File: src/design/lqpi_pkg.sv
package lqpi_pkg;

	localparam int LANES         = 8;
	localparam int PIXEL_BITS    = 8;
	localparam int PIX_MAX       = (1 << PIXEL_BITS) - 1;
	localparam int MAX_BLOCK_DEF = 16;
	localparam int TAPS          = 6;
	localparam int HALF_LAG      = 5;   // window rows ahead of the first block row

	// port packing
	localparam int IN_DATA_W  = 80;
	localparam int IN_USER_W  = 2;
	localparam int OUT_DATA_W = 72;
	localparam int ROW_W      = 5;
	localparam int WORD_W     = 2;
	localparam int OROW_W     = 4;
	localparam int WORD_BITS  = LANES * PIXEL_BITS;

	// filter arithmetic widths
	localparam int FILT_W = 21;
	localparam int HRAW_W = 15;

	typedef enum logic [1:0] {
		ACT_LOAD_REF  = 2'd0,
		ACT_LOAD_PRED = 2'd1,
		ACT_COMPUTE   = 2'd2
	} action_t;

	// per-word tag travelling alongside the datapath
	typedef struct packed {
		logic              vld;
		logic [OROW_W-1:0] row;
		logic              word;
		logic              last;
	} tag_t;

	function automatic logic signed [FILT_W-1:0] px(input logic [PIXEL_BITS-1:0] p);
		return $signed({{(FILT_W-PIXEL_BITS){1'b0}}, p});
	endfunction

	function automatic logic signed [FILT_W-1:0] sx_hraw(input logic [HRAW_W-1:0] h);
		return $signed({{(FILT_W-HRAW_W){h[HRAW_W-1]}}, h});
	endfunction

	// 6-tap (1,-5,20,20,-5,1) with shifts and adds
	function automatic logic signed [FILT_W-1:0] filt6(
		input logic signed [FILT_W-1:0] a, b, c, d, e, f);
		logic signed [FILT_W-1:0] outer, mid, inner;
		outer = a + f;
		mid   = b + e;
		inner = c + d;
		return outer - ((mid <<< 2) + mid) + ((inner <<< 4) + (inner <<< 2));
	endfunction

	function automatic logic [PIXEL_BITS-1:0] clip_pix(input logic signed [FILT_W-1:0] v);
		logic [PIXEL_BITS-1:0] r;
		if (v < 0)
			r = '0;
		else if (v > $signed(FILT_W'(PIX_MAX)))
			r = PIXEL_BITS'(PIX_MAX);
		else
			r = v[PIXEL_BITS-1:0];
		return r;
	endfunction

	function automatic logic [PIXEL_BITS-1:0] rnd_avg(input logic [PIXEL_BITS-1:0] a,
		input logic [PIXEL_BITS-1:0] b);
		logic [PIXEL_BITS:0] s;
		s = {1'b0, a} + {1'b0, b} + {{PIXEL_BITS{1'b0}}, 1'b1};
		return s[PIXEL_BITS:1];
	endfunction

endpackage

File: src/design/lqpi_lane.sv
// One output column: 6x6 pixel patch in, one quarter-pel sample out, two stages.
module lqpi_lane (
	input  logic clk,
	input  logic en,
	input  logic [lqpi_pkg::TAPS-1:0][lqpi_pkg::TAPS*lqpi_pkg::PIXEL_BITS-1:0] patch,
	input  logic [1:0] frac_x,
	input  logic [1:0] frac_y,
	output logic [lqpi_pkg::PIXEL_BITS-1:0] pix_s2
);

	localparam int PB = lqpi_pkg::PIXEL_BITS;
	localparam int HW = lqpi_pkg::HRAW_W;
	localparam int FW = lqpi_pkg::FILT_W;

	logic [lqpi_pkg::TAPS-1:0][HW-1:0] hraw_c, hraw_s1;
	logic [HW-1:0] vraw0_c, vraw1_c, vraw0_s1, vraw1_s1;
	logic [PB-1:0] f22_s1, f23_s1, f32_s1;

	// stage A: horizontal raw sums per row, vertical raw sums on two columns
	always_comb begin
		for (int r = 0; r < lqpi_pkg::TAPS; r++) begin
			hraw_c[r] = HW'(lqpi_pkg::filt6(
				lqpi_pkg::px(patch[r][0*PB +: PB]), lqpi_pkg::px(patch[r][1*PB +: PB]),
				lqpi_pkg::px(patch[r][2*PB +: PB]), lqpi_pkg::px(patch[r][3*PB +: PB]),
				lqpi_pkg::px(patch[r][4*PB +: PB]), lqpi_pkg::px(patch[r][5*PB +: PB])));
		end
		vraw0_c = HW'(lqpi_pkg::filt6(
			lqpi_pkg::px(patch[0][2*PB +: PB]), lqpi_pkg::px(patch[1][2*PB +: PB]),
			lqpi_pkg::px(patch[2][2*PB +: PB]), lqpi_pkg::px(patch[3][2*PB +: PB]),
			lqpi_pkg::px(patch[4][2*PB +: PB]), lqpi_pkg::px(patch[5][2*PB +: PB])));
		vraw1_c = HW'(lqpi_pkg::filt6(
			lqpi_pkg::px(patch[0][3*PB +: PB]), lqpi_pkg::px(patch[1][3*PB +: PB]),
			lqpi_pkg::px(patch[2][3*PB +: PB]), lqpi_pkg::px(patch[3][3*PB +: PB]),
			lqpi_pkg::px(patch[4][3*PB +: PB]), lqpi_pkg::px(patch[5][3*PB +: PB])));
	end

	always_ff @(posedge clk) begin
		if (en) begin
			hraw_s1  <= hraw_c;
			vraw0_s1 <= vraw0_c;
			vraw1_s1 <= vraw1_c;
			f22_s1   <= patch[2][2*PB +: PB];
			f23_s1   <= patch[2][3*PB +: PB];
			f32_s1   <= patch[3][2*PB +: PB];
		end
	end

	// stage B: round, clip and pick the sample for this fraction
	logic signed [FW-1:0] ctr_raw, ctr_sh, hh0_sh, hh1_sh, vh0_sh, vh1_sh;
	logic [PB-1:0] ctr, hh0, hh1, vh0, vh1, sel;

	always_comb begin
		ctr_raw = lqpi_pkg::filt6(
			lqpi_pkg::sx_hraw(hraw_s1[0]), lqpi_pkg::sx_hraw(hraw_s1[1]),
			lqpi_pkg::sx_hraw(hraw_s1[2]), lqpi_pkg::sx_hraw(hraw_s1[3]),
			lqpi_pkg::sx_hraw(hraw_s1[4]), lqpi_pkg::sx_hraw(hraw_s1[5]));
		ctr_sh = (ctr_raw + FW'(512)) >>> 10;
		hh0_sh = (lqpi_pkg::sx_hraw(hraw_s1[2]) + FW'(16)) >>> 5;
		hh1_sh = (lqpi_pkg::sx_hraw(hraw_s1[3]) + FW'(16)) >>> 5;
		vh0_sh = (lqpi_pkg::sx_hraw(vraw0_s1) + FW'(16)) >>> 5;
		vh1_sh = (lqpi_pkg::sx_hraw(vraw1_s1) + FW'(16)) >>> 5;
		ctr = lqpi_pkg::clip_pix(ctr_sh);
		hh0 = lqpi_pkg::clip_pix(hh0_sh);
		hh1 = lqpi_pkg::clip_pix(hh1_sh);
		vh0 = lqpi_pkg::clip_pix(vh0_sh);
		vh1 = lqpi_pkg::clip_pix(vh1_sh);

		if (frac_y == 2'd0) begin
			if (frac_x == 2'd0)
				sel = f22_s1;
			else if (frac_x == 2'd2)
				sel = hh0;
			else
				sel = lqpi_pkg::rnd_avg(hh0, (frac_x == 2'd3) ? f23_s1 : f22_s1);
		end else if (frac_x == 2'd0) begin
			if (frac_y == 2'd2)
				sel = vh0;
			else
				sel = lqpi_pkg::rnd_avg(vh0, (frac_y == 2'd3) ? f32_s1 : f22_s1);
		end else if (frac_y == 2'd2) begin
			if (frac_x == 2'd2)
				sel = ctr;
			else
				sel = lqpi_pkg::rnd_avg(ctr, (frac_x == 2'd3) ? vh1 : vh0);
		end else if (frac_x == 2'd2) begin
			sel = lqpi_pkg::rnd_avg(ctr, (frac_y == 2'd3) ? hh1 : hh0);
		end else begin
			// diagonal quarter positions
			sel = lqpi_pkg::rnd_avg((frac_y == 2'd3) ? hh1 : hh0,
				(frac_x == 2'd3) ? vh1 : vh0);
		end
	end

	always_ff @(posedge clk) begin
		if (en)
			pix_s2 <= sel;
	end

endmodule

File: config.mk
export PLATFORM = sky130hd
export DESIGN_NAME = lqpi_lane
export DESIGN_NICKNAME = d
export VERILOG_FILES = /design/src/design/lqpi_pkg.sv /design/src/design/lqpi_lane.sv
export SDC_FILE = /design/constraint.sdc
export NUM_CORES = 1
export LEC_CHECK = 0
export ABC_AREA = 1
export ABC_CLOCK_PERIOD_IN_PS = 13900
export BUFFER_PORTS_ARGS = -buffer_cell sky130_fd_sc_hd__clkbuf_2
export CORE_MARGIN = 1.5
export CORE_UTILIZATION = 60
export DETAILED_ROUTE_END_ITERATION = 16
export HOLD_SLACK_MARGIN = 0.06
export MAX_ROUTING_LAYER = met4
export PLACE_DENSITY_LB_ADDON = 0.2
export SYNTH_ARGS = -nofsm -noshare
export SYNTH_HDL_FRONTEND = slang
export SYNTH_SLANG_ARGS = --single-unit
File: constraint.sdc
create_clock -name clk -period 13.9 [get_ports clk]
set_input_delay 0 -clock clk [delete_from_list [all_inputs] [get_ports clk]]
set_output_delay 0 -clock clk [all_outputs]
set_load 0.01 [all_outputs]
---- Yosys cells after proc, flatten, opt, wreduce, memory -nomap -nowiden ----
Index checks and enable logic that the tools add are counted.
operators by class
  magnitude comparators ................... 10
  eq/ne operators ......................... 4
  reduce and logical (&&, ||, !) cells .... 2
  muxes and demuxes ....................... 22
  add/sub/neg operators ................... 78
operators with widths
  kind                      number
  $add A8 B8 Y9             29
  $mux W8                   22
  $add A13 B15 Y15          8
  $add A13 B11 Y14          8
  $sub A9 B12 Y13           8
  $add A11 B9 Y12           8
  $add A15 B6 Y16 const B   4
  $gt A11 B9 Y1 const B     5
  $lt A11 B1 Y1 const B     5
  $add A15 B15 Y16          3
  $add A9 B1 Y9 const B     5
  $add A20 B18 Y21          1
  $add A20 B21 Y21          1
  $add A21 B11 Y21 const B  1
  $sub A16 B19 Y20          1
  $add A18 B16 Y19          1
  $eq A2 B2 Y1 const B      4
  $logic_not A2 Y1          2
word-level totals
  output and inout bits ................... 8
  bits of input ports ..................... 294
  flip-flop bits (word level) ............. 152

---- Longest topological paths before layout ----
Gate-level depths: netlist of the first run.
  depth after elaboration ................. 14
  depth in mapped cells ................... 51

---- Least setup slack after synthesis of the first run ----
No wires, ideal clock.
  path kind ............................... reg-to-reg
  start ................................... register hraw_s1[15] (netlist bit)
  end ..................................... register pix_s2[7] (netlist bit), data pin
  path buffers ............................ 0
  cell stages (with the launch flop) ...... 42
  period minus slack after synthesis ...... 7417 ps
  setup slack ............................. 6483 ps
  arrival time ............................ 7263 ps
  cell sequence ........................... edfxtp_1 ha_1 fa_1 nand3_1 nand2_1 a21oi_1 o21bai_1 a31oi_1 o21ai_1 a21oi_1 o21bai_1 a21oi_1 o21ai_1 xor2_1 inv_1 fa_1 inv_1 fa_1 (+6 left out) nand3_1 inv_1 a21oi_1 nand3_1 nand3b_2 nand2_4 o21ai_0 fa_1 o21ai_0 a21oi_1 o21ai_0 and2_1 nor2_1 nor2_1 o31ai_1 o21ai_0 nand2_1 a21boi_0
on the way
  word-level cells in the longest chain between the ends .. 14
  elaborated cells on any way between the ends .. 18
  classes of those cells .................. add/sub: 9; order compare: 2; mux: 7
RTL lines
  item                        RTL line                          text
  start, declared             lqpi_lane.sv:15                   logic [lqpi_pkg::TAPS-1:0][HW-1:0] hraw_c, hraw_s1;
  start signal, assigned      lqpi_lane.sv:39                   hraw_s1 <= hraw_c;
  $add A15 B15 Y16 (*)        lqpi_pkg.sv:50                    mid = b + e;
  $add A18 B16 Y19 (*)        lqpi_pkg.sv:52                    return outer - ((mid <<< 2) + mid) + ((inner <<< 4) + (inner <<< 2));
  $sub A16 B19 Y20 (*)        lqpi_pkg.sv:52
  $add A20 B21 Y21 (*)        lqpi_pkg.sv:52
  $add A21 B11 Y21 (*)        lqpi_lane.sv:57                   ctr_sh = (ctr_raw + FW'(512)) >>> 10;
  $gt A11 B9 Y1               lqpi_pkg.sv:59                    else if (v > $signed(FILT_W'(PIX_MAX)))
  $mux W8                     lqpi_pkg.sv:59
  $mux W8 (*)                 lqpi_pkg.sv:57                    if (v < 0)
  $add A8 B8 Y9               lqpi_pkg.sv:69                    s = {1'b0, a} + {1'b0, b} + {{PIXEL_BITS{1'b0}}, 1'b1};
  $add A9 B1 Y9               lqpi_pkg.sv:69
  $mux W8 (on tied branches)  lqpi_lane.sv:85, lqpi_lane.sv:81
  $mux W8 (*)                 lqpi_lane.sv:80                   end else if (frac_y == 2'd2) begin
  $mux W8 (*)                 lqpi_lane.sv:75                   end else if (frac_x == 2'd0) begin
  $mux W8 (*)                 lqpi_lane.sv:68                   if (frac_y == 2'd0) begin
  via sel[7]                  lqpi_lane.sv:50                   logic [PB-1:0] ctr, hh0, hh1, vh0, vh1, sel;
  end signal, assigned        lqpi_lane.sv:96                   pix_s2 <= sel;
  end, declared               lqpi_lane.sv:8                    output logic [lqpi_pkg::PIXEL_BITS-1:0] pix_s2
The timed path passes the listed nets; every way through them passes the cells marked *.
A chain may end at the register's enable or synchronous reset.

---- Worst setup path in the final report of the first run ----
Same ends and word-level chain as after synthesis.

==> summary.md, run 1 <==
| Metric | Value |
|---|---|
| Status | `finished clean` |
| Seq/Total Area, Yosys | `15.0%` |
| Initial antenna violation count | `3` |
| # fillers | `4082` |
| Vias in the first global route | `23500` |
| Post-cts resize count | `0` |
| Gate family responsible for the most delay along the worst path | `adder cells` |
| Worst setup SP type | `flip-flop` |
| Slowest CP cell | `fa_1` |
| Most common cell after layout, fill and taps aside | `inv_1` |
| Largest net degree at the start of global routing | `75` |
| Synth-to-Final Area Change | `10.9%` |
| Storage element area | `4320 µm²` |
| Synth Net Count | `4603` |
| Max-slew headroom | `a little over a third` |
| Slew @ Worst Pin | `approximately 950 ps` |
| Vias | `24200` |
| #FFs+latches synth | `144` |
| Die Wd | `about 220 µm` |
| Hold_sp | `en` |
| Netlist cell types | `57` |
| Final hold vios | `0` |
| Multi-input gate area | `21700 µm²` |
| Total Nets Final | `roughly 4900` |
| Final Non-Filler Cells | `4543` |
| Vias/cell | `5.32` |
| Critical Path RT | `between 10000 and 15000 ps` |
| Crit path from | `hraw_s1[15]` |
| CTS Buffer Depth | `2` |
| DRC | `0` |
| Commonest non-fill, non-tap cells in the layout | `inv_1 (741), ha_1 (528), nand2_1 (463)` |
| Ranking of synthesized cells by area | `ha_1 (23%), edfxtp_1 (15%), fa_1 (15%), inv_1 (9.6%), xor2_1 (7.8%)` |
| Grt total ovfl | `0` |
| # Post-CTS Setup Buffers | `0` |
| Critical path class | `flip-flop to flip-flop` |
| WL per Instance | `approximately 16 µm` |
| CP Max Fanout | `8` |
| Maximum Capacitance Violations | `0` |
| Core footprint | `47600 µm²` |
| Die boundary height | `222 µm` |
| Average size of a mapped cell | `8.09 µm²` |
| CTS H-tree depth | `4` |
| TritonCTS buffer count | `17` |
| Max Freq | `around 120 MHz` |
| Dpl cells | `4478` |
| Share of layout cells above drive strength 1 | `10.6%` |
| Row cnt | `80` |
| CP peak stage delay | `530 ps` |
| Hold crit path type | `input port to flip-flop` |
| Hold Buf Count CTS | `30` |
| Drt total wl | `~71000 µm` |
| Root Driver | `clkbuf_16` |
| Antenna viol nets, final | `0` |
| Clk_lat worst skew | `~430 ps` |
| I/O pin cnt | `slightly above 300` |
| Max-slew violation count | `0` |
| # setup viols final | `0` |
| First-pass GRT wire length | `115000 µm` |
| Worst r2r src | `hraw_s1[15]` |
| Min cycle time layout | `a little over 8000 ps` |
| Router iterations before antenna repair | `6` |
| Part of the cycle the worst path needs | `58.9%` |
| Syn Inst Count | `between 3000 and 4000` |
| Post-synth top area cell | `ha_1` |
| Die ar. | `~49000 µm²` |
| Mapped Area | `28900 µm²` |
| CP arrival | `8450 ps` |
| Initial core utilization | `60.6%` |
| GRT Total Usage | `between 20 and 30%` |
| Nature of the critical path endpoint | `flip-flop` |
| CTS tree | `done` |
| First DRT Iteration DRCs | `around 1600` |
| Async SR Flop Fraction | `0%` |
| Fin Hold WS | `80.7 ps` |
| Clk pin slew, worst setup/hold paths | `70 ps` |
| Top FF cell, synth | `edfxtp_1` |
| GP Congestion | `0.989` |
| Unrepaired setup endpoints after global routing | `false` |
| Setup TNS Final | `0 ps` |
| DP HPWL | `roughly 62000 µm` |
| Post-synth EDFFs | `144` |
| WP buf/inv | `5` |
| Synth top area share | `22.9%` |
| Port Buffers | `301` |
| Syn. warnings | `0` |
| Clk sink count | `144` |
| Layout Skew | `12.2 ps` |
registers in the layout (all words and copies together) (netlist names):
register	flops
f22_s1	8
f23_s1	8
f32_s1	8
hraw_s1	90
pix_s2	8
vraw0_s1	11
vraw1_s1	11
synth_stat cells (3+ instances only):
cell type / number
inv_1: 741
ha_1: 528
nand2_1: 463
a21oi_1: 327
xor2_1: 256
fa_1: 213
nor2_1: 213
edfxtp_1: 144
nand3_1: 135
xnor2_1: 124
o21ai_0: 115
o21bai_1: 59
nand2_2: 30
o21ai_1: 27
and2_1: 16
a21o_1: 15
nand4_1: 12
a211oi_1: 11
a31oi_1: 11
inv_2: 11
nor3_1: 11
nand3b_1: 9
o211ai_1: 9
clkbuf_1: 8
nand3_2: 8
nor2_2: 7
or2_1: 6
a21oi_2: 5
o22ai_1: 5
nor3_2: 4
nor4_1: 4
a21o_2: 3
a221oi_1: 3
nor2_4: 3
o21a_1: 3
cell type report:
cell class | count | area share (%)
clock buffers | 19 | 1.35
clock inverters | 13 | 0.469
diodes | 3 | 0.0234
multi-input cells | 2660 | 67.6
inverters | 753 | 8.82
flip-flops and latches | 144 | 13.5
well taps | 615 | 2.40
repair buffers | 336 | 5.78
stage by stage:
stage | area, µm² | utilization (%) | worst slack (ps)
finish | 32000 | 67.2 | 5710
global route | 32000 | 67.2 | 4840
CTS | 32000 | 67.2 | 5740
detailed placement | 31100 | 65.4 | 5750
global placement | 31100 | 65.4 | 5940
floorplan | 28900 | - | 6480
cells by family (layout without fill, tap and decap cells):
kind of cell / count (synthesis) / count (layout) / synth area share (%)
AND/OR/NAND/NOR: 929 / 929 / 14.0
AO/OA/AOI/OAI: 609 / 609 / 11.8
other: 0 / 3 / 0
XOR/XNOR: 380 / 380 / 11.5
buffers and inverters: 764 / 1121 / 9.99
adder cells (fa/ha/maj): 741 / 741 / 37.6
multiplexers: 1 / 1 / 0.0347
flip-flops: 144 / 144 / 15.0
final timing paths:
path                            depth (start not counted)  slack, ps   endpoint
worst max register to register                         41       5710  pix_s2[7]
worst max-delay path                                   41       5710  pix_s2[7]
worst min-delay path                                    1         80  pix_s2[3]
worst min register to register                          2        760  pix_s2[1]
layer usage:
metal	routed length [µm]	part of all wire, %	GRT usage (%)	vias up
met5	0	0	-	-
met1	32400	46	40.5	11100
met4	1620	2.3	7.46	0
met3	3930	5.6	2.41	106
li1	-	-	-	12300
met2	32500	46	48.9	670
Power of run 1 is left out: the tool's default activity adds up to more than one toggle a clock period on the data nets, which glitch-free logic cannot reach.
==> run 2: changes to the inputs <==
ABC_CLOCK_PERIOD_IN_PS = 8410   (was 13900)
clock period = 8.41 ns   (was 13.9 ns; I/O delays follow)
==> summary.md, run 2 (same netlist as run 1, synthesis figures left out) <==
| Metric | Value |
|---|---|
| Status | `finished clean (unchanged)` |
| I/O pin cnt | `302 (unchanged)` |
| Clk pin slew, worst setup/hold paths | `70 ps (about the same)` |
| Antenna viol nets, final | `0 (unchanged)` |
| Core footprint | `47600 µm² (unchanged)` |
| Clk sink count | `144 (unchanged)` |
| CP Max Fanout | `8 (unchanged)` |
| Initial antenna violation count | `4 (was 3)` |
| Biggest register | `hraw_s1 (unchanged)` |
| Gate family responsible for the most delay along the worst path | `adder cells (unchanged)` |
| GP Congestion | `0.974 (was 0.989)` |
| Part of the cycle the worst path needs | `92.0% (was 58.9%)` |
| # Post-CTS Setup Buffers | `0 (unchanged)` |
| Unrepaired setup endpoints after global routing | `false (unchanged)` |
| CP arrival | `8040 ps (was 8450 ps)` |
| Layout Skew | `11.1 ps (was 12.2 ps)` |
| Die ar. | `49500 µm² (unchanged)` |
| Die Wd | `222 µm (unchanged)` |
| Row cnt | `80 (unchanged)` |
| Worst setup SP type | `flip-flop (unchanged)` |
| Critical Path RT | `8710 ps (was 14160 ps)` |
| Slowest CP cell | `fa_1 (unchanged)` |
| Worst r2r src | `hraw_s1[15] (unchanged)` |
| WP buf/inv | `4 (was 5)` |
| Top flop regs | `hraw_s1: 90 flops, vraw0_s1: 11 flops, vraw1_s1: 11 flops (unchanged)` |
| Final hold vios | `0 (unchanged)` |
| First DRT Iteration DRCs | `1480 (was 1568)` |
| Reg-to-reg endpoint | `pix_s2[7] (unchanged)` |
| Port Buffers | `301 (unchanged)` |
| Max-slew violation count | `0 (unchanged)` |
| Grt total ovfl | `0 (unchanged)` |
| Max reg flops | `90 (unchanged)` |
| Place WS | `216 ps (was 5750 ps)` |
| Slew @ Worst Pin | `1000 ps (was 954 ps)` |
| CTS tree | `done (unchanged)` |
| Drt total wl | `70300 µm (was 70500 µm)` |
| Vias in the first global route | `23600 (was 23500)` |
| Share of layout cells above drive strength 1 | `11.0% (was 10.6%)` |
| GRT Total Usage | `29.9% (was 30.0%)` |
| # fillers | `4058 (was 4082)` |
| CP peak stage delay | `540 ps (was 530 ps)` |
| DP HPWL | `62000 µm (was 61800 µm)` |
| Max-slew headroom | `32.4% (was 35.7%)` |
| Most common cell after layout, fill and taps aside | `inv_1 (unchanged)` |
| Setup crit end | `pix_s2[7] (unchanged)` |
| Crit path depth | `41 (unchanged)` |
| Crit path from | `hraw_s1[15] (unchanged)` |
| Min cycle time layout | `7740 ps (was 8190 ps)` |
| First-pass GRT wire length | `114000 µm (was 115000 µm)` |
| Cells on worst reg2reg path | `41 (unchanged)` |
| Maximum Capacitance Violations | `0 (unchanged)` |
| Synth-to-Final Area Change | `11.3% (was 10.9%)` |
| CTS H-tree depth | `4 (unchanged)` |
| Hold crit path type | `input port to flip-flop (unchanged)` |
| WL per Instance | `15.5 µm (about the same)` |
| Setup TNS Final | `0 ps (unchanged)` |
| Total Nets Final | `4948 (was 4947)` |
| DRC | `0 (unchanged)` |
| TritonCTS buffer count | `17 (unchanged)` |
| Critical path class | `flip-flop to flip-flop (unchanged)` |
| Max Freq | `129 MHz (was 122 MHz)` |
| Vias | `24200 (about the same)` |
| # setup viols final | `0 (unchanged)` |
| Initial core utilization | `60.6% (unchanged)` |
| Nature of the critical path endpoint | `flip-flop (unchanged)` |
| Clk_lat worst skew | `440 ps (was 430 ps)` |
| Router iterations before antenna repair | `6 (unchanged)` |
| Root Driver | `clkbuf_16 (unchanged)` |
| R2r setup slk | `670 ps (was 5710 ps)` |
| Die boundary height | `222 µm (unchanged)` |
| Vias/cell | `5.32 (about the same)` |
| CTS Buffer Depth | `2 (unchanged)` |
| Largest net degree at the start of global routing | `76 (was 75)` |
| Final setup margin | `671 ps (was 5710 ps)` |
| Commonest non-fill, non-tap cells in the layout | `inv_1 (738), ha_1 (526), nand2_1 (463) (was inv_1 (741), ha_1 (528), nand2_1 (463))` |
[run 2: how the worst min path moves through the flow]
stage | from | to | slack [ps] | cells after the start
2_1_floorplan | patch[112] | f22_s1[0] | 100 | 0
3_3_place_gp | patch[123] | f23_s1[3] | 240 | 1
3_5_place_dp | patch[125] | f23_s1[5] | 240 | 1
4_1_cts | frac_y[1] | pix_s2[5] | 80 | 3
5_1_grt | frac_y[1] | pix_s2[5] | 100 | 3
6_report | frac_y[1] | pix_s2[5] | 110 | 3
[run 2: cell type report]
cell class	count	area [µm²]	area share, %
well taps	615	769	2.39
flip-flops and latches	144	4320	13.5
inverters	753	2830	8.79
repair buffers	337	1860	5.79
clock buffers	17	425	1.32
multi-input cells	2660	21700	67.6
clock inverters	15	191	0.596
diodes	4	10.0	0.0311
[run 2: worst register-to-register path: cells and delay by family, from the launching register on]
family,cells,cell delay (ps)
fa+ha+maj,8,3200
simple gates,11,1170
flops,1,370
compound gates,17,2340
buf+inv,4,310
xor+xnor,1,220
[run 2: per-stage QoR]
stage	hold WS [ps]	util, %	area (µm²)	cells
floorplan	98.9	-	28900	3568
global placement	239	65.4	31100	4478
detailed placement	241	65.4	31100	4478
CTS	75.1	67.3	32100	4541
global route	101	67.5	32100	4545
finish	106	67.5	32100	4545
[run 2: repair_timing]
action / 4_1_cts / 5_1_grt
gates resized for setup: 0 / 19
hold buffers: 31 / 0
setup endpoints to repair: 0 / 8
endpoints found under the hold margin: 38 / 0
[run 2: layer usage]
layer / vias up / wire length [µm] / global-route usage (%)
met3: 124 / 4350 / 3.17
met5: - / 0 / -
met2: 707 / 32000 / 48.4
li1: 12300 / - / -
met4: 0 / 2130 / 9.15
met1: 11100 / 31900 / 39.5
Power of run 2 is left out for the same reason.
