<file path="config.mk">
export PLATFORM = sky130hd
export DESIGN_NAME = lqpi_merge
export DESIGN_NICKNAME = d
export VERILOG_FILES = /design/src/design/lqpi_pkg.sv /design/src/design/lqpi_merge.sv
export SDC_FILE = /design/constraint.sdc
export NUM_CORES = 1
export LEC_CHECK = 0
export BUFFER_PORTS_ARGS = -buffer_cell sky130_fd_sc_hd__buf_4
export CAP_MARGIN = 10
export CELL_PAD_IN_SITES_DETAIL_PLACEMENT = 1
export CELL_PAD_IN_SITES_GLOBAL_PLACEMENT = 1
export CORE_MARGIN = 2
export CORE_UTILIZATION = 33
export CTS_CLUSTER_DIAMETER = 60
export CTS_CLUSTER_SIZE = 10
export DETAILED_ROUTE_END_ITERATION = 8
export PLACE_DENSITY_LB_ADDON = 0.1
export SKIP_CTS_REPAIR_TIMING = 1
export SLEW_MARGIN = 20
export SYNTH_ARGS = -nofsm -noshare
export SYNTH_HDL_FRONTEND = slang
export SYNTH_SLANG_ARGS = --single-unit
</file>
<file path="constraint.sdc">
create_clock -name clk -period 2.43 [get_ports clk]
set_input_delay 0.243 -clock clk [delete_from_list [all_inputs] [get_ports clk]]
set_output_delay 0.243 -clock clk [all_outputs]
set_load 0.05 [all_outputs]
</file>
<file path="src/design/lqpi_pkg.sv">
package lqpi_pkg;

	localparam int LANES         = 8;
	localparam int PIXEL_BITS    = 8;
	localparam int PIX_MAX       = (1 << PIXEL_BITS) - 1;
	localparam int MAX_BLOCK_DEF = 16;
	localparam int TAPS          = 6;
	localparam int HALF_LAG      = 5;   // window rows ahead of the first block row

	// port packing
	localparam int IN_DATA_W  = 80;
	localparam int IN_USER_W  = 2;
	localparam int OUT_DATA_W = 72;
	localparam int ROW_W      = 5;
	localparam int WORD_W     = 2;
	localparam int OROW_W     = 4;
	localparam int WORD_BITS  = LANES * PIXEL_BITS;

	// filter arithmetic widths
	localparam int FILT_W = 21;
	localparam int HRAW_W = 15;

	typedef enum logic [1:0] {
		ACT_LOAD_REF  = 2'd0,
		ACT_LOAD_PRED = 2'd1,
		ACT_COMPUTE   = 2'd2
	} action_t;

	// per-word tag travelling alongside the datapath
	typedef struct packed {
		logic              vld;
		logic [OROW_W-1:0] row;
		logic              word;
		logic              last;
	} tag_t;

	function automatic logic signed [FILT_W-1:0] px(input logic [PIXEL_BITS-1:0] p);
		return $signed({{(FILT_W-PIXEL_BITS){1'b0}}, p});
	endfunction

	function automatic logic signed [FILT_W-1:0] sx_hraw(input logic [HRAW_W-1:0] h);
		return $signed({{(FILT_W-HRAW_W){h[HRAW_W-1]}}, h});
	endfunction

	// 6-tap (1,-5,20,20,-5,1) with shifts and adds
	function automatic logic signed [FILT_W-1:0] filt6(
		input logic signed [FILT_W-1:0] a, b, c, d, e, f);
		logic signed [FILT_W-1:0] outer, mid, inner;
		outer = a + f;
		mid   = b + e;
		inner = c + d;
		return outer - ((mid <<< 2) + mid) + ((inner <<< 4) + (inner <<< 2));
	endfunction

	function automatic logic [PIXEL_BITS-1:0] clip_pix(input logic signed [FILT_W-1:0] v);
		logic [PIXEL_BITS-1:0] r;
		if (v < 0)
			r = '0;
		else if (v > $signed(FILT_W'(PIX_MAX)))
			r = PIXEL_BITS'(PIX_MAX);
		else
			r = v[PIXEL_BITS-1:0];
		return r;
	endfunction

	function automatic logic [PIXEL_BITS-1:0] rnd_avg(input logic [PIXEL_BITS-1:0] a,
		input logic [PIXEL_BITS-1:0] b);
		logic [PIXEL_BITS:0] s;
		s = {1'b0, a} + {1'b0, b} + {{PIXEL_BITS{1'b0}}, 1'b1};
		return s[PIXEL_BITS:1];
	endfunction

endpackage

</file>
<file path="src/design/lqpi_merge.sv">
// Joins the lane samples, applies prediction averaging, holds the output transaction.
module lqpi_merge (
	input  logic clk,
	input  logic arst_n,
	input  lqpi_pkg::tag_t tag_s4,
	input  logic [lqpi_pkg::WORD_BITS-1:0] lane_pix,
	input  logic [lqpi_pkg::WORD_BITS-1:0] pred,
	input  logic avg_en,
	output logic adv,
	output logic m_axis_tvalid,
	input  logic m_axis_tready,
	output logic [lqpi_pkg::OUT_DATA_W-1:0] m_axis_tdata,  // out_row[3:0], out_word, out_pixels
	output logic m_axis_tlast                             // last
);

	localparam int PB = lqpi_pkg::PIXEL_BITS;
	localparam int WB = lqpi_pkg::WORD_BITS;
	localparam int OR = lqpi_pkg::OROW_W;

	logic [WB-1:0] merged;
	logic          vld_q;
	logic [OR-1:0] row_q;
	logic          word_q;
	logic          last_q;
	logic [WB-1:0] pix_q;

	// whole pipeline moves when the output register is free
	assign adv = !vld_q || m_axis_tready;

	// optional rounded average with the stored prediction
	always_comb begin
		for (int k = 0; k < lqpi_pkg::LANES; k++) begin
			merged[k*PB +: PB] = avg_en ?
				lqpi_pkg::rnd_avg(lane_pix[k*PB +: PB], pred[k*PB +: PB]) :
				lane_pix[k*PB +: PB];
		end
	end

	always_ff @(posedge clk or negedge arst_n) begin
		if (!arst_n) begin
			vld_q <= 1'b0;
		end else if (adv) begin
			vld_q <= tag_s4.vld;
		end
	end

	always_ff @(posedge clk) begin
		if (adv && tag_s4.vld) begin
			row_q  <= tag_s4.row;
			word_q <= tag_s4.word;
			last_q <= tag_s4.last;
			pix_q  <= merged;
		end
	end

	assign m_axis_tvalid = vld_q;
	assign m_axis_tlast  = last_q;
	assign m_axis_tdata  = {{(lqpi_pkg::OUT_DATA_W-OR-1-WB){1'b0}}, pix_q, word_q, row_q};

endmodule

</file>
Word level (Yosys, flattened, before mapping)
Index checks and enable logic that the tools add are counted.
Storage, ports and cells
  flip-flop bits (word level): 71
  bits of input ports: 139
  output and inout port bits: 75
Cells by class
  $add $sub $neg: 16
  multiplexer cells: 8
  reductions and logical operators: 3
Operators by type and width (count)
  adder 8 x 8 -> 9 bit: 8
  adder 9 x 1 -> 9 bit (second input constant): 8
  2-to-1 mux 8 bit: 8
  logical AND 1 bit: 1
  logical NOT 1 bit: 1
  logical OR 1 bit: 1

Depth between registers and ports, before layout
Gate-level depths: netlist (run 1).
  depth after elaboration: 3
  mapped depth: 6
  gate-level depth less buffers: 6

Worst setup path after synthesis (run 1)
No wires, ideal clock.
  path kind: register to register
  from: register vld_q (netlist: m_axis_tvalid)
  to: register last_q (netlist: m_axis_tlast) (enable)
  library setup time: 0.435 ns
  data arrival time: 2.784 ns
  required time: 1.995 ns
  path slack: -0.790 ns
  cell stages (with the launch flop): 3
  buffers on the path: 0
  period minus slack after synthesis: 3.220 ns
  cell sequence: dfrtp_1 nand2b_1 and2_1
On the way
  word-level cells in the longest chain between the ends: 3
RTL lines
  start: declaration: RTL line lqpi_merge.sv:21  | logic vld_q;
  start signal: assignment: RTL line lqpi_merge.sv:43  | vld_q <= tag_s4.vld;
  logical NOT 1 bit: RTL line lqpi_merge.sv:28  | assign adv = !vld_q || m_axis_tready;
  logical OR 1 bit: RTL line lqpi_merge.sv:28
  via adv: RTL line lqpi_merge.sv:9  | output logic adv,
  logical AND 1 bit: RTL line lqpi_merge.sv:48  | if (adv && tag_s4.vld) begin
  end signal: assignment: RTL line lqpi_merge.sv:51  | last_q <= tag_s4.last;
  end: declaration: RTL line lqpi_merge.sv:24  | logic last_q;
The timed path passes the listed nets, and every way through them passes these cells.
A chain may end at the register's enable or synchronous reset.

Final worst setup path (run 1)
  from: input lane_pix[1] (netlist bit)
  to: register pix_q[5], data pin
On the way
  word-level cells in the longest chain between the ends: 3
RTL lines
  start: declaration: RTL line lqpi_merge.sv:6  | input logic [lqpi_pkg::WORD_BITS-1:0] lane_pix,
  adder 8 x 8 -> 9 bit: RTL line lqpi_pkg.sv:69  | s = {1'b0, a} + {1'b0, b} + {{PIXEL_BITS{1'b0}}, 1'b1};
  adder 9 x 1 -> 9 bit: RTL line lqpi_pkg.sv:69
  2-to-1 mux 8 bit: RTL line lqpi_merge.sv:33  | merged[k*PB +: PB] = avg_en ?
  via merged[5]: RTL line lqpi_merge.sv:20  | logic [WB-1:0] merged;
  end signal: assignment: RTL line lqpi_merge.sv:52  | pix_q <= merged;
  end: declaration: RTL line lqpi_merge.sv:25  | logic [WB-1:0] pix_q;
The timed path passes the listed nets, and every way through them passes these cells.

==> summary.md, run 1 <==
| Metric | Value |
|---|---|
| CP Class | `in -> reg` |
| Crit start category | `input pin` |
| Largest area contributor in the netlist | `edfxtp_1` |
| Synth Area in Compound Gates | `about a fifth` |
| CP startpoint | `lane_pix[1]` |
| Status | `complete, no violations` |
| Worst-path clk slew | `~0.060 ns` |
| Fmax achieved | `just over 600 MHz` |
| Tmin final | `roughly 1.6 ns` |
| Vias in the first global route | `5,893` |
| Synth Register Bits | `between 70 and 80` |
| Total I/O pin count | `214` |
| CTS root buf | `clkbuf_16` |
| Pre-Repair DR Iteration Count | `4` |
| Largest net degree at the start of global routing | `71` |
| Post-synth ARST share | `about 1.4%` |
| Final setup TNS | `0 ns` |
| Die H | `approximately 140 um` |
| Final WS setup | `slightly above 0.8 ns` |
| RR Startpoint | `m_axis_tvalid` |
| Core region area | `roughly 0.017 mm^2` |
| Register area | `roughly 0.0021 mm^2` |
| ANT nets after route | `0` |
| Top cells by area, synth | `edfxtp_1, ha_1, o21ai_0` |
| Nets | `1,049` |
| Clock sink total | `71` |
| Final Skew | `0.00598 ns` |
| Setup Viol. Count Final | `0` |
| Area of the multi-input gates | `0.00358 mm^2` |
| Final Hold Viols | `0` |
| Max cap viols | `0` |
| Crit share post-route | `between 60% and 70%` |
| Power per cell area | `between 500 and 600 mW/mm^2` |
| Dpl hpwl | `roughly 14,000 um` |
| GR Overflow Total | `0` |
| Post-synthesis mux area share | `under 10%` |
| # fillers | `just over 2,000` |
| Die W | `138 um` |
| Hold WC Path Type | `in -> reg` |
| Post-Synth Adder-Cell Area | `about 15%` |
| Initial antenna violation count | `0` |
| Xor/xnor share of the synthesized area | `2.08%` |
| Die area | `about 0.019 mm^2` |
| RSZ-0062 raised after global routing | `no` |
| Top cells by count, synth | `edfxtp_1, o21ai_0, nand2_1, nor2_1, ha_1` |
| Cell variety after synth | `42` |
| Worst-skew pair later-pin latency | `roughly 0.34 ns` |
| CP Capture Type | `flop` |
| CTS Buffer Depth | `2` |
| Post-Syn Area | `0.00590 mm^2` |
| Critical path peak fanout | `4` |
| # DRC | `0` |
| H-tree levels | `3` |
| Area delta synth->final | `36.2%` |
| Core Util, Final | `roughly 46%` |
| ANT cells | `0` |
| Post-synthesis cell count | `640` |
| R2r setup slk | `between 1 and 1.5 ns` |
| Top FF cell, synth | `edfxtp_1` |
| CTS Buf Count | `9` |
| Routed len/inst | `about 17 um` |
| Slew Limit Fails | `0` |
| Std cell rows | `48` |
| Post-Route WL | `approximately 18,000 um` |
| Initial DRC Count | `around 220` |
| Min Hold Slack | `a little under 0.08 ns` |
| Initial Util | `33.9%` |
| Pleak | `approximately 3.5 nW` |
| DP Worst Slack | `approximately 0.43 ns` |
| PortBufs | `210` |
| Peak VDD IR | `about 0.32 mV` |
| Crit path DAT | `about 1.7 ns` |
| Final Wtd Congestion | `roughly 0.84` |
| GRT Total Usage | `about a fifth` |
| CTS tree | `built` |
| Largest family of logic cells by synthesized area | `simple AND/OR/NAND/NOR gates` |
| Hold Startpoint | `tag_s4[3]` |
| Area share of the largest cell type after synthesis | `between 30% and 40%` |
| EDFF count, synth | `70` |
| Register area share after synthesis | `36.0%` |
| First-pass GRT wire length | `28,700 um` |
| Ys Warns | `0` |
| WP data required | `between 2 and 3 ns` |
| Total number of vias | `roughly 5,700` |
| Simple-gate area share of the yosys netlist | `roughly a fifth` |
| Syn_area_per_cell | `just over 9 um^2` |
| Share of layout cells above drive strength 1 | `between 20 and 30%` |
| Routed vias/inst | `roughly 5.3` |
| Cell with the most instances after synthesis | `edfxtp_1` |
worst max-delay path, cell delays in order:
cell	delay (ns)
buf_4	0.09
inv_1	0.05
fa_1	0.45
nand2b_1	0.18
a21oi_1	0.28
nor2_1	0.07
o311ai_0	0.36
layout make-up:
class / instances / area share (%)
clock buffer: 11 / 2.90
timing repair buffer: 216 / 20.5
clock inverter: 5 / 0.903
tap: 225 / 3.50
sequential: 71 / 26.5
inverter: 24 / 1.12
multi-input combinational: 524 / 44.6
cells by family (layout without fill, tap and decap cells):
kind of cell | count (synthesis) | after routing
compound gates | 195 | 195
xor+xnor | 14 | 14
fa+ha+maj | 64 | 64
buf+inv | 47 | 256
flops | 71 | 71
mux | 12 | 12
other cells | 1 | 3
simple gates | 236 | 236
final timing paths:
check                                     end  depth (start not counted)
worst max-delay path                 pix_q[5]                          7
worst min-delay path                 row_q[1]                          1
worst max register to register      pix_q[13]                          3
worst min register to register  m_axis_tvalid                          2
max in group asynchronous       m_axis_tvalid                          2
min in group asynchronous       m_axis_tvalid                          2
cell usage in the layout (no fill, tap or decap), types with 10 or more instances in the layout:
master	netlist	routed
o211ai_1	10	10
mux2_2	10	10
nor2b_1	10	10
nor3_1	15	15
a21oi_1	49	49
nand2b_1	12	12
o21ai_0	64	64
nand3_1	22	22
buf_4	4	213
ha_1	56	56
edfxtp_1	70	70
nand3b_1	12	12
a211oi_1	15	15
nor2_1	59	59
nand2_1	59	59
a21o_1	14	14
or3_1	10	10
inv_1	24	23
report_power, final:
part / total, W / internal (W) / leakage (nW) / switching (W)
registers: 0.00152 / 0.00149 / 0.679 / 0.0000294
logic: 0.00164 / 0.000650 / 2.62 / 0.000985
clock network: 0.00143 / 0.000892 / 0.149 / 0.000535
total: 0.00458 / 0.00303 / 3.45 / 0.00155
stage by stage:
step           power [W]  area, um^2  cells
3_3_place_gp     0.00314        7720   1059
4_1_cts          0.00463        8030   1075
5_1_grt          0.00482        8040   1076
2_1_floorplan    0.00262        5910    642
6_report         0.00458        8040   1076
3_5_place_dp     0.00318        7720   1059
per-layer routing:
layer | vias to the layer above | part of all wire (%) | global-route usage [%]
met1 | 2712 | 43 | 23.6
met4 | 0 | 1.5 | 6.35
met3 | 21 | 7.3 | 4.71
met5 | - | 0 | 0
li1 | 2823 | - | -
met2 | 166 | 48 | 33.2
state kept, by name (all words and copies together) (netlist names):
| register | cells |
|---|---|
| pix_q | 64 |
| row_q | 4 |
| m_axis_tlast | 1 |
| m_axis_tvalid | 1 |
| word_q | 1 |
No activity file was read; power rests on OpenSTA's default activity.
==> run 2, diff against run 1 <==
==> constraint.sdc (replaced) <==
create_clock -name clk -period 1.6 [get_ports clk]
set_input_delay 0.16 -clock clk [delete_from_list [all_inputs] [get_ports clk]]
set_output_delay 0.16 -clock clk [all_outputs]
set_load 0.05 [all_outputs]
==> run 2 against run 1 <==
Sequential cell count unchanged; cell count grew 8.6%; routed wire length is 8.7% higher; worst hold slack got worse by 0.051 ns; sequential share of layout area down 2.2 points; combinational power up 68%; utilization up 4.2 points; power increased by 56%; worst setup slack lost 0.67 ns; sequential power grew 51%; clock skew increased by 0.0026 ns; critical endpoint is now pix_q[37]; highest routed layer unchanged.
==> summary.md, run 2 (synthesis results as in run 1) <==
| Metric | Value |
|---|---|
| Most common library cell in the layout ignoring fill and taps | `buf_4` |
| Die W | `138 um` |
| Final Skew | `between 0.008 and 0.009 ns` |
| GR Overflow Total | `0` |
| H-tree levels | `3` |
| Power per cell area | `816 mW/mm^2` |
| Post-Route WL | `around 20,000 um` |
| Std cell rows | `48` |
| Core region area | `between 0.015 and 0.02 mm^2` |
| Initial Util | `between 30% and 40%` |
| Die H | `138 um` |
| Dpl hpwl | `roughly 16,000 um` |
| Tmin final | `1.45 ns` |
| Peak VDD IR | `a little under 0.5 mV` |
| CTS Buffer Depth | `2` |
| Crit start category | `input pin` |
| Top flop regs | `pix_q (64), row_q (4)` |
| Share of layout cells above drive strength 1 | `36.5%` |
| Initial DRC Count | `about 250` |
| Max reg flops | `64` |
| Fmax achieved | `around 690 MHz` |
| CP Class | `in -> reg` |
| Area delta synth->final | `48.6%` |
| Final Hold Viols | `0` |
| Post-route cell area | `between 0.008 and 0.009 mm^2` |
| CTS tree | `built` |
| Crit share post-route | `between 90% and 100%` |
| Vias in the first global route | `6,395` |
| Crit path DAT | `about 1.7 ns` |
| Clock sink total | `between 70 and 80` |
| Largest net degree at the start of global routing | `47` |
| Placed cell area | `0.00840 mm^2` |
| Cell count after placement | `between 1,000 and 1,500` |
| Worst-path clk slew | `0.07 ns` |
| ANT nets after route | `0` |
| Total number of vias | `6,085` |
| Total I/O pin count | `214` |
| Commonest cells after routing, fill and taps aside | `buf_4, edfxtp_1, o21ai_0` |
| CTS root buf | `clkbuf_16` |
| Status | `complete, no violations` |
| PortBufs | `between 200 and 250` |
| Final Wtd Congestion | `just under 0.9` |
| Routed len/inst | `approximately 17 um` |
| Max cap viols | `0` |
| Pleak | `3.90 nW` |
| Worst-skew pair later-pin latency | `about 0.34 ns` |
| CP Capture Type | `flop` |
| Routed vias/inst | `5.21` |
| Critical path peak fanout | `4` |
| Biggest register | `pix_q` |
| Pre-Repair DR Iteration Count | `4` |
| Power Total | `slightly above 0.007 W` |
| Initial antenna violation count | `0` |
| ANT cells | `0` |
| Nets | `1,142` |
| GRT Total Usage | `20.7%` |
| First-pass GRT wire length | `between 30,000 and 40,000 um` |
| WP data required | `between 1.5 and 2 ns` |
| Die area | `around 0.019 mm^2` |
| Slew Limit Fails | `0` |
| Setup Viol. Count Final | `0` |
| Min Hold Slack | `around 0.027 ns` |
| Non-filler cells, final | `about 1,200` |
| Hold WC Path Type | `in -> reg` |
| # DRC | `0` |
| CTS Buf Count | `9` |
==> run 2: layout make-up <==
type / count / area (um^2)
Sequential cell: 71 / 2130
Clock inverter: 7 / 72.6
Inverter: 24 / 90.1
Tap cell: 225 / 282
Multi-Input combinational cell: 524 / 3590
Fill cell: 2094 / 8650
Timing Repair Buffer: 309 / 2370
Clock buffer: 9 / 225
==> run 2: metrics by stage <==
| step | TNS (ns) | worst slack, ns | util (%) |
|---|---|---|---|
| finish | 0 | 0.146 | 50.3 |
| global route | -0.0203 | -0.0203 | 50.3 |
| CTS | 0 | 0.156 | 49.9 |
| detailed placement | -3.50 | -0.281 | 48.2 |
| global placement | -1.94 | -0.129 | 48.2 |
| floorplan | -8.80 | -0.126 | - |
==> run 2: final timing paths <==
check / from / end / slack (ns) / cells past startpoint
hold / removal: tag_s4[6] / m_axis_tvalid / 0.03 / 2
max in group asynchronous: arst_n / m_axis_tvalid / 1.37 / 2
min in group asynchronous: arst_n / m_axis_tvalid / 0.14 / 2
hold reg to reg: m_axis_tvalid / m_axis_tvalid / 0.54 / 2
setup / recovery: pred[32] / pix_q[37] / 0.15 / 7
setup reg to reg: m_axis_tvalid / pix_q[58] / 0.28 / 3
==> run 2: per-layer routing <==
metal	routed length [um]	global-route usage, %	vias up
met5	0	0	-
met4	252	6.01	0
met3	1170	4.27	15
met2	10100	37.4	141
met1	8500	24.8	2928
li1	-	-	3001
==> run 2: worst max-delay path, cell delays in order <==
cell and delay (ns):
buf_4 0.11, nor2_1 0.14, fa_1 0.27, nor2b_4 0.06, o31a_1 0.30, or4_1 0.49, nand3_1 0.11
==> run 2: power by group <==
part	total [W]	switching [W]	internal (W)
Sequential	0.00230	0.0000472	0.00226
Combinational	0.00275	0.00157	0.00118
Clock	0.00210	0.000888	0.00121
Total	0.00715	0.00251	0.00465
==> run 3, diff against run 2 <==
--- a/config.mk
+++ b/config.mk
@@ -9,6 +9,7 @@
 export CAP_MARGIN = 10
 export CELL_PAD_IN_SITES_DETAIL_PLACEMENT = 1
 export CELL_PAD_IN_SITES_GLOBAL_PLACEMENT = 1
+export CORE_ASPECT_RATIO = 1.1
 export CORE_MARGIN = 2
 export CORE_UTILIZATION = 33
 export CTS_CLUSTER_DIAMETER = 60
==> run 3 against run 2 <==
Clock skew increased by 0.0022 ns; utilization is 0.12 points lower; clock power is 4% higher; worst setup slack got worse by 0.039 ns; cell area up 0.87%; combinational power hardly changed; via count grew 1.7%; critical path type unchanged; largest cell class unchanged.
==> summary.md, run 3 (synthesis results as in run 1) <==
| Metric | Value |
|---|---|
| RSZ-0062 raised after global routing | `no` |
| Core region area | `0.0176 mm^2` |
| Critical path peak fanout | `4` |
| # fillers | `2,065` |
| CTS tree | `built` |
| Area delta synth->final | `49.9%` |
| Vias in the first global route | `6,606` |
| Slew Limit Fails | `0` |
| Routed vias/inst | `about 5.2` |
| Post-Route WL | `approximately 20,000 um` |
| Routed len/inst | `approximately 17 um` |
| Area of the multi-input gates | `around 0.0036 mm^2` |
| Cell count after placement | `1,160` |
| Status | `complete, no violations` |
| Die area | `~0.019 mm^2` |
| Initial Util | `33.5%` |
| Non-filler cells, final | `~1,200` |
| Crit share post-route | `93.3%` |
| Peak VDD IR | `approximately 0.47 mV` |
| H-tree levels | `3` |
| Nets | `1,143` |
| Hold WC Path Type | `in -> reg` |
| CP Capture Type | `flop` |
| Crit start category | `input pin` |
| Max cap viols | `0` |
| # DRC | `0` |
| Final Skew | `~0.011 ns` |
| DP Worst Slack | `-0.285 ns` |
| Max reg flops | `64` |
| Top flop regs | `pix_q (64), row_q (4)` |
| Clock sink total | `71` |
| Die W | `131 um` |
| Tmin final | `~1.5 ns` |
| GRT Total Usage | `a little over a fifth` |
| CP Class | `in -> reg` |
| Commonest cells after routing, fill and taps aside | `buf_4, edfxtp_1, o21ai_0` |
| Largest net degree at the start of global routing | `70` |
| Initial DRC Count | `approximately 180` |
| Pleak | `around 3.9 nW` |
| Dpl hpwl | `roughly 16,000 um` |
| Initial antenna violation count | `0` |
| Biggest register | `pix_q` |
| ANT cells | `0` |
| CTS Buf Count | `9` |
| Setup Viol. Count Final | `0` |
| Most common library cell in the layout ignoring fill and taps | `buf_4` |
| Final Wtd Congestion | `0.866` |
| Total number of vias | `roughly 6,200` |
| First-pass GRT wire length | `about 32,000 um` |
| Worst-path clk slew | `0.06 ns` |
| Total I/O pin count | `~210` |
| Final WS setup | `0.107 ns` |
| Register area | `between 0.002 and 0.0025 mm^2` |
| PortBufs | `210` |
| Pre-Repair DR Iteration Count | `4` |
| Power per cell area | `823 mW/mm^2` |
| CTS Buffer Depth | `2` |
| CTS root buf | `clkbuf_16` |
| ANT nets after route | `0` |
| Worst-skew pair later-pin latency | `0.34 ns` |
| Share of layout cells above drive strength 1 | `36.4%` |
| Min Hold Slack | `~0.033 ns` |
| Std cell rows | `between 50 and 60` |
| Crit path DAT | `roughly 1.7 ns` |
| GR Overflow Total | `0` |
| Fmax achieved | `between 600 and 700 MHz` |
| WP data required | `between 1.5 and 2 ns` |
| Final Hold Viols | `0` |
| Die H | `approximately 140 um` |
run 3: changes by cell type in the layout (fill, tap and decap cells not counted), sizes merged:
cell,delta
buf,+1
bufinv,+1
inv,-1
run 3: report_power, final:
part | leakage, nW | total [W] | switching [W] | internal, W
Combinational | 3.10 | 0.00278 | 0.00159 | 0.00120
Clock | 0.147 | 0.00218 | 0.000830 | 0.00135
Sequential | 0.679 | 0.00231 | 0.0000503 | 0.00226
Total | 3.93 | 0.00727 | 0.00247 | 0.00481
run 3: path summary, 6_finish.rpt:
path                                     from       endpoint  slack [ns]  cells after the start
worst min register to register  m_axis_tvalid  m_axis_tvalid        0.54                      2
max in group asynchronous              arst_n  m_axis_tvalid        1.37                      2
worst min-delay path                tag_s4[6]  m_axis_tvalid        0.03                      2
worst max register to register  m_axis_tvalid      pix_q[20]        0.27                      3
worst max-delay path                  pred[8]      pix_q[13]        0.11                      7
min in group asynchronous              arst_n  m_axis_tvalid        0.14                      2
run 3: layout make-up:
type,count,share of cell area [%]
Multi-Input combinational cell,524,40.6
Timing Repair Buffer,310,27.4
Clock buffer,9,2.55
Tap cell,238,3.37
Clock inverter,7,0.990
Sequential cell,71,24.1
Inverter,24,1.02
run 3: per-stage QoR:
stage,area (um^2),total power (W),utilization [%],TNS (ns)
global placement,8460,0.00499,48.0,-2.05
floorplan,5920,0.00398,-,-8.80
global route,8840,0.00764,50.2,0
CTS,8770,0.00733,49.8,0
detailed placement,8460,0.00511,48.0,-3.98
finish,8840,0.00727,50.2,0
run 3: worst max-delay path, stage by stage:
cell and delay [ns]:
buf_4 0.12, nor2_1 0.19, fa_1 0.30, nor2b_4 0.05
o31a_1 0.29, or4_1 0.49, nand3_1 0.10
run 3: metal layers:
metal  wire, um  track usage [%]
met1       8450             23.1
met2      10800             40.2
met3        989             5.01
met4        393             6.75
met5          0                0
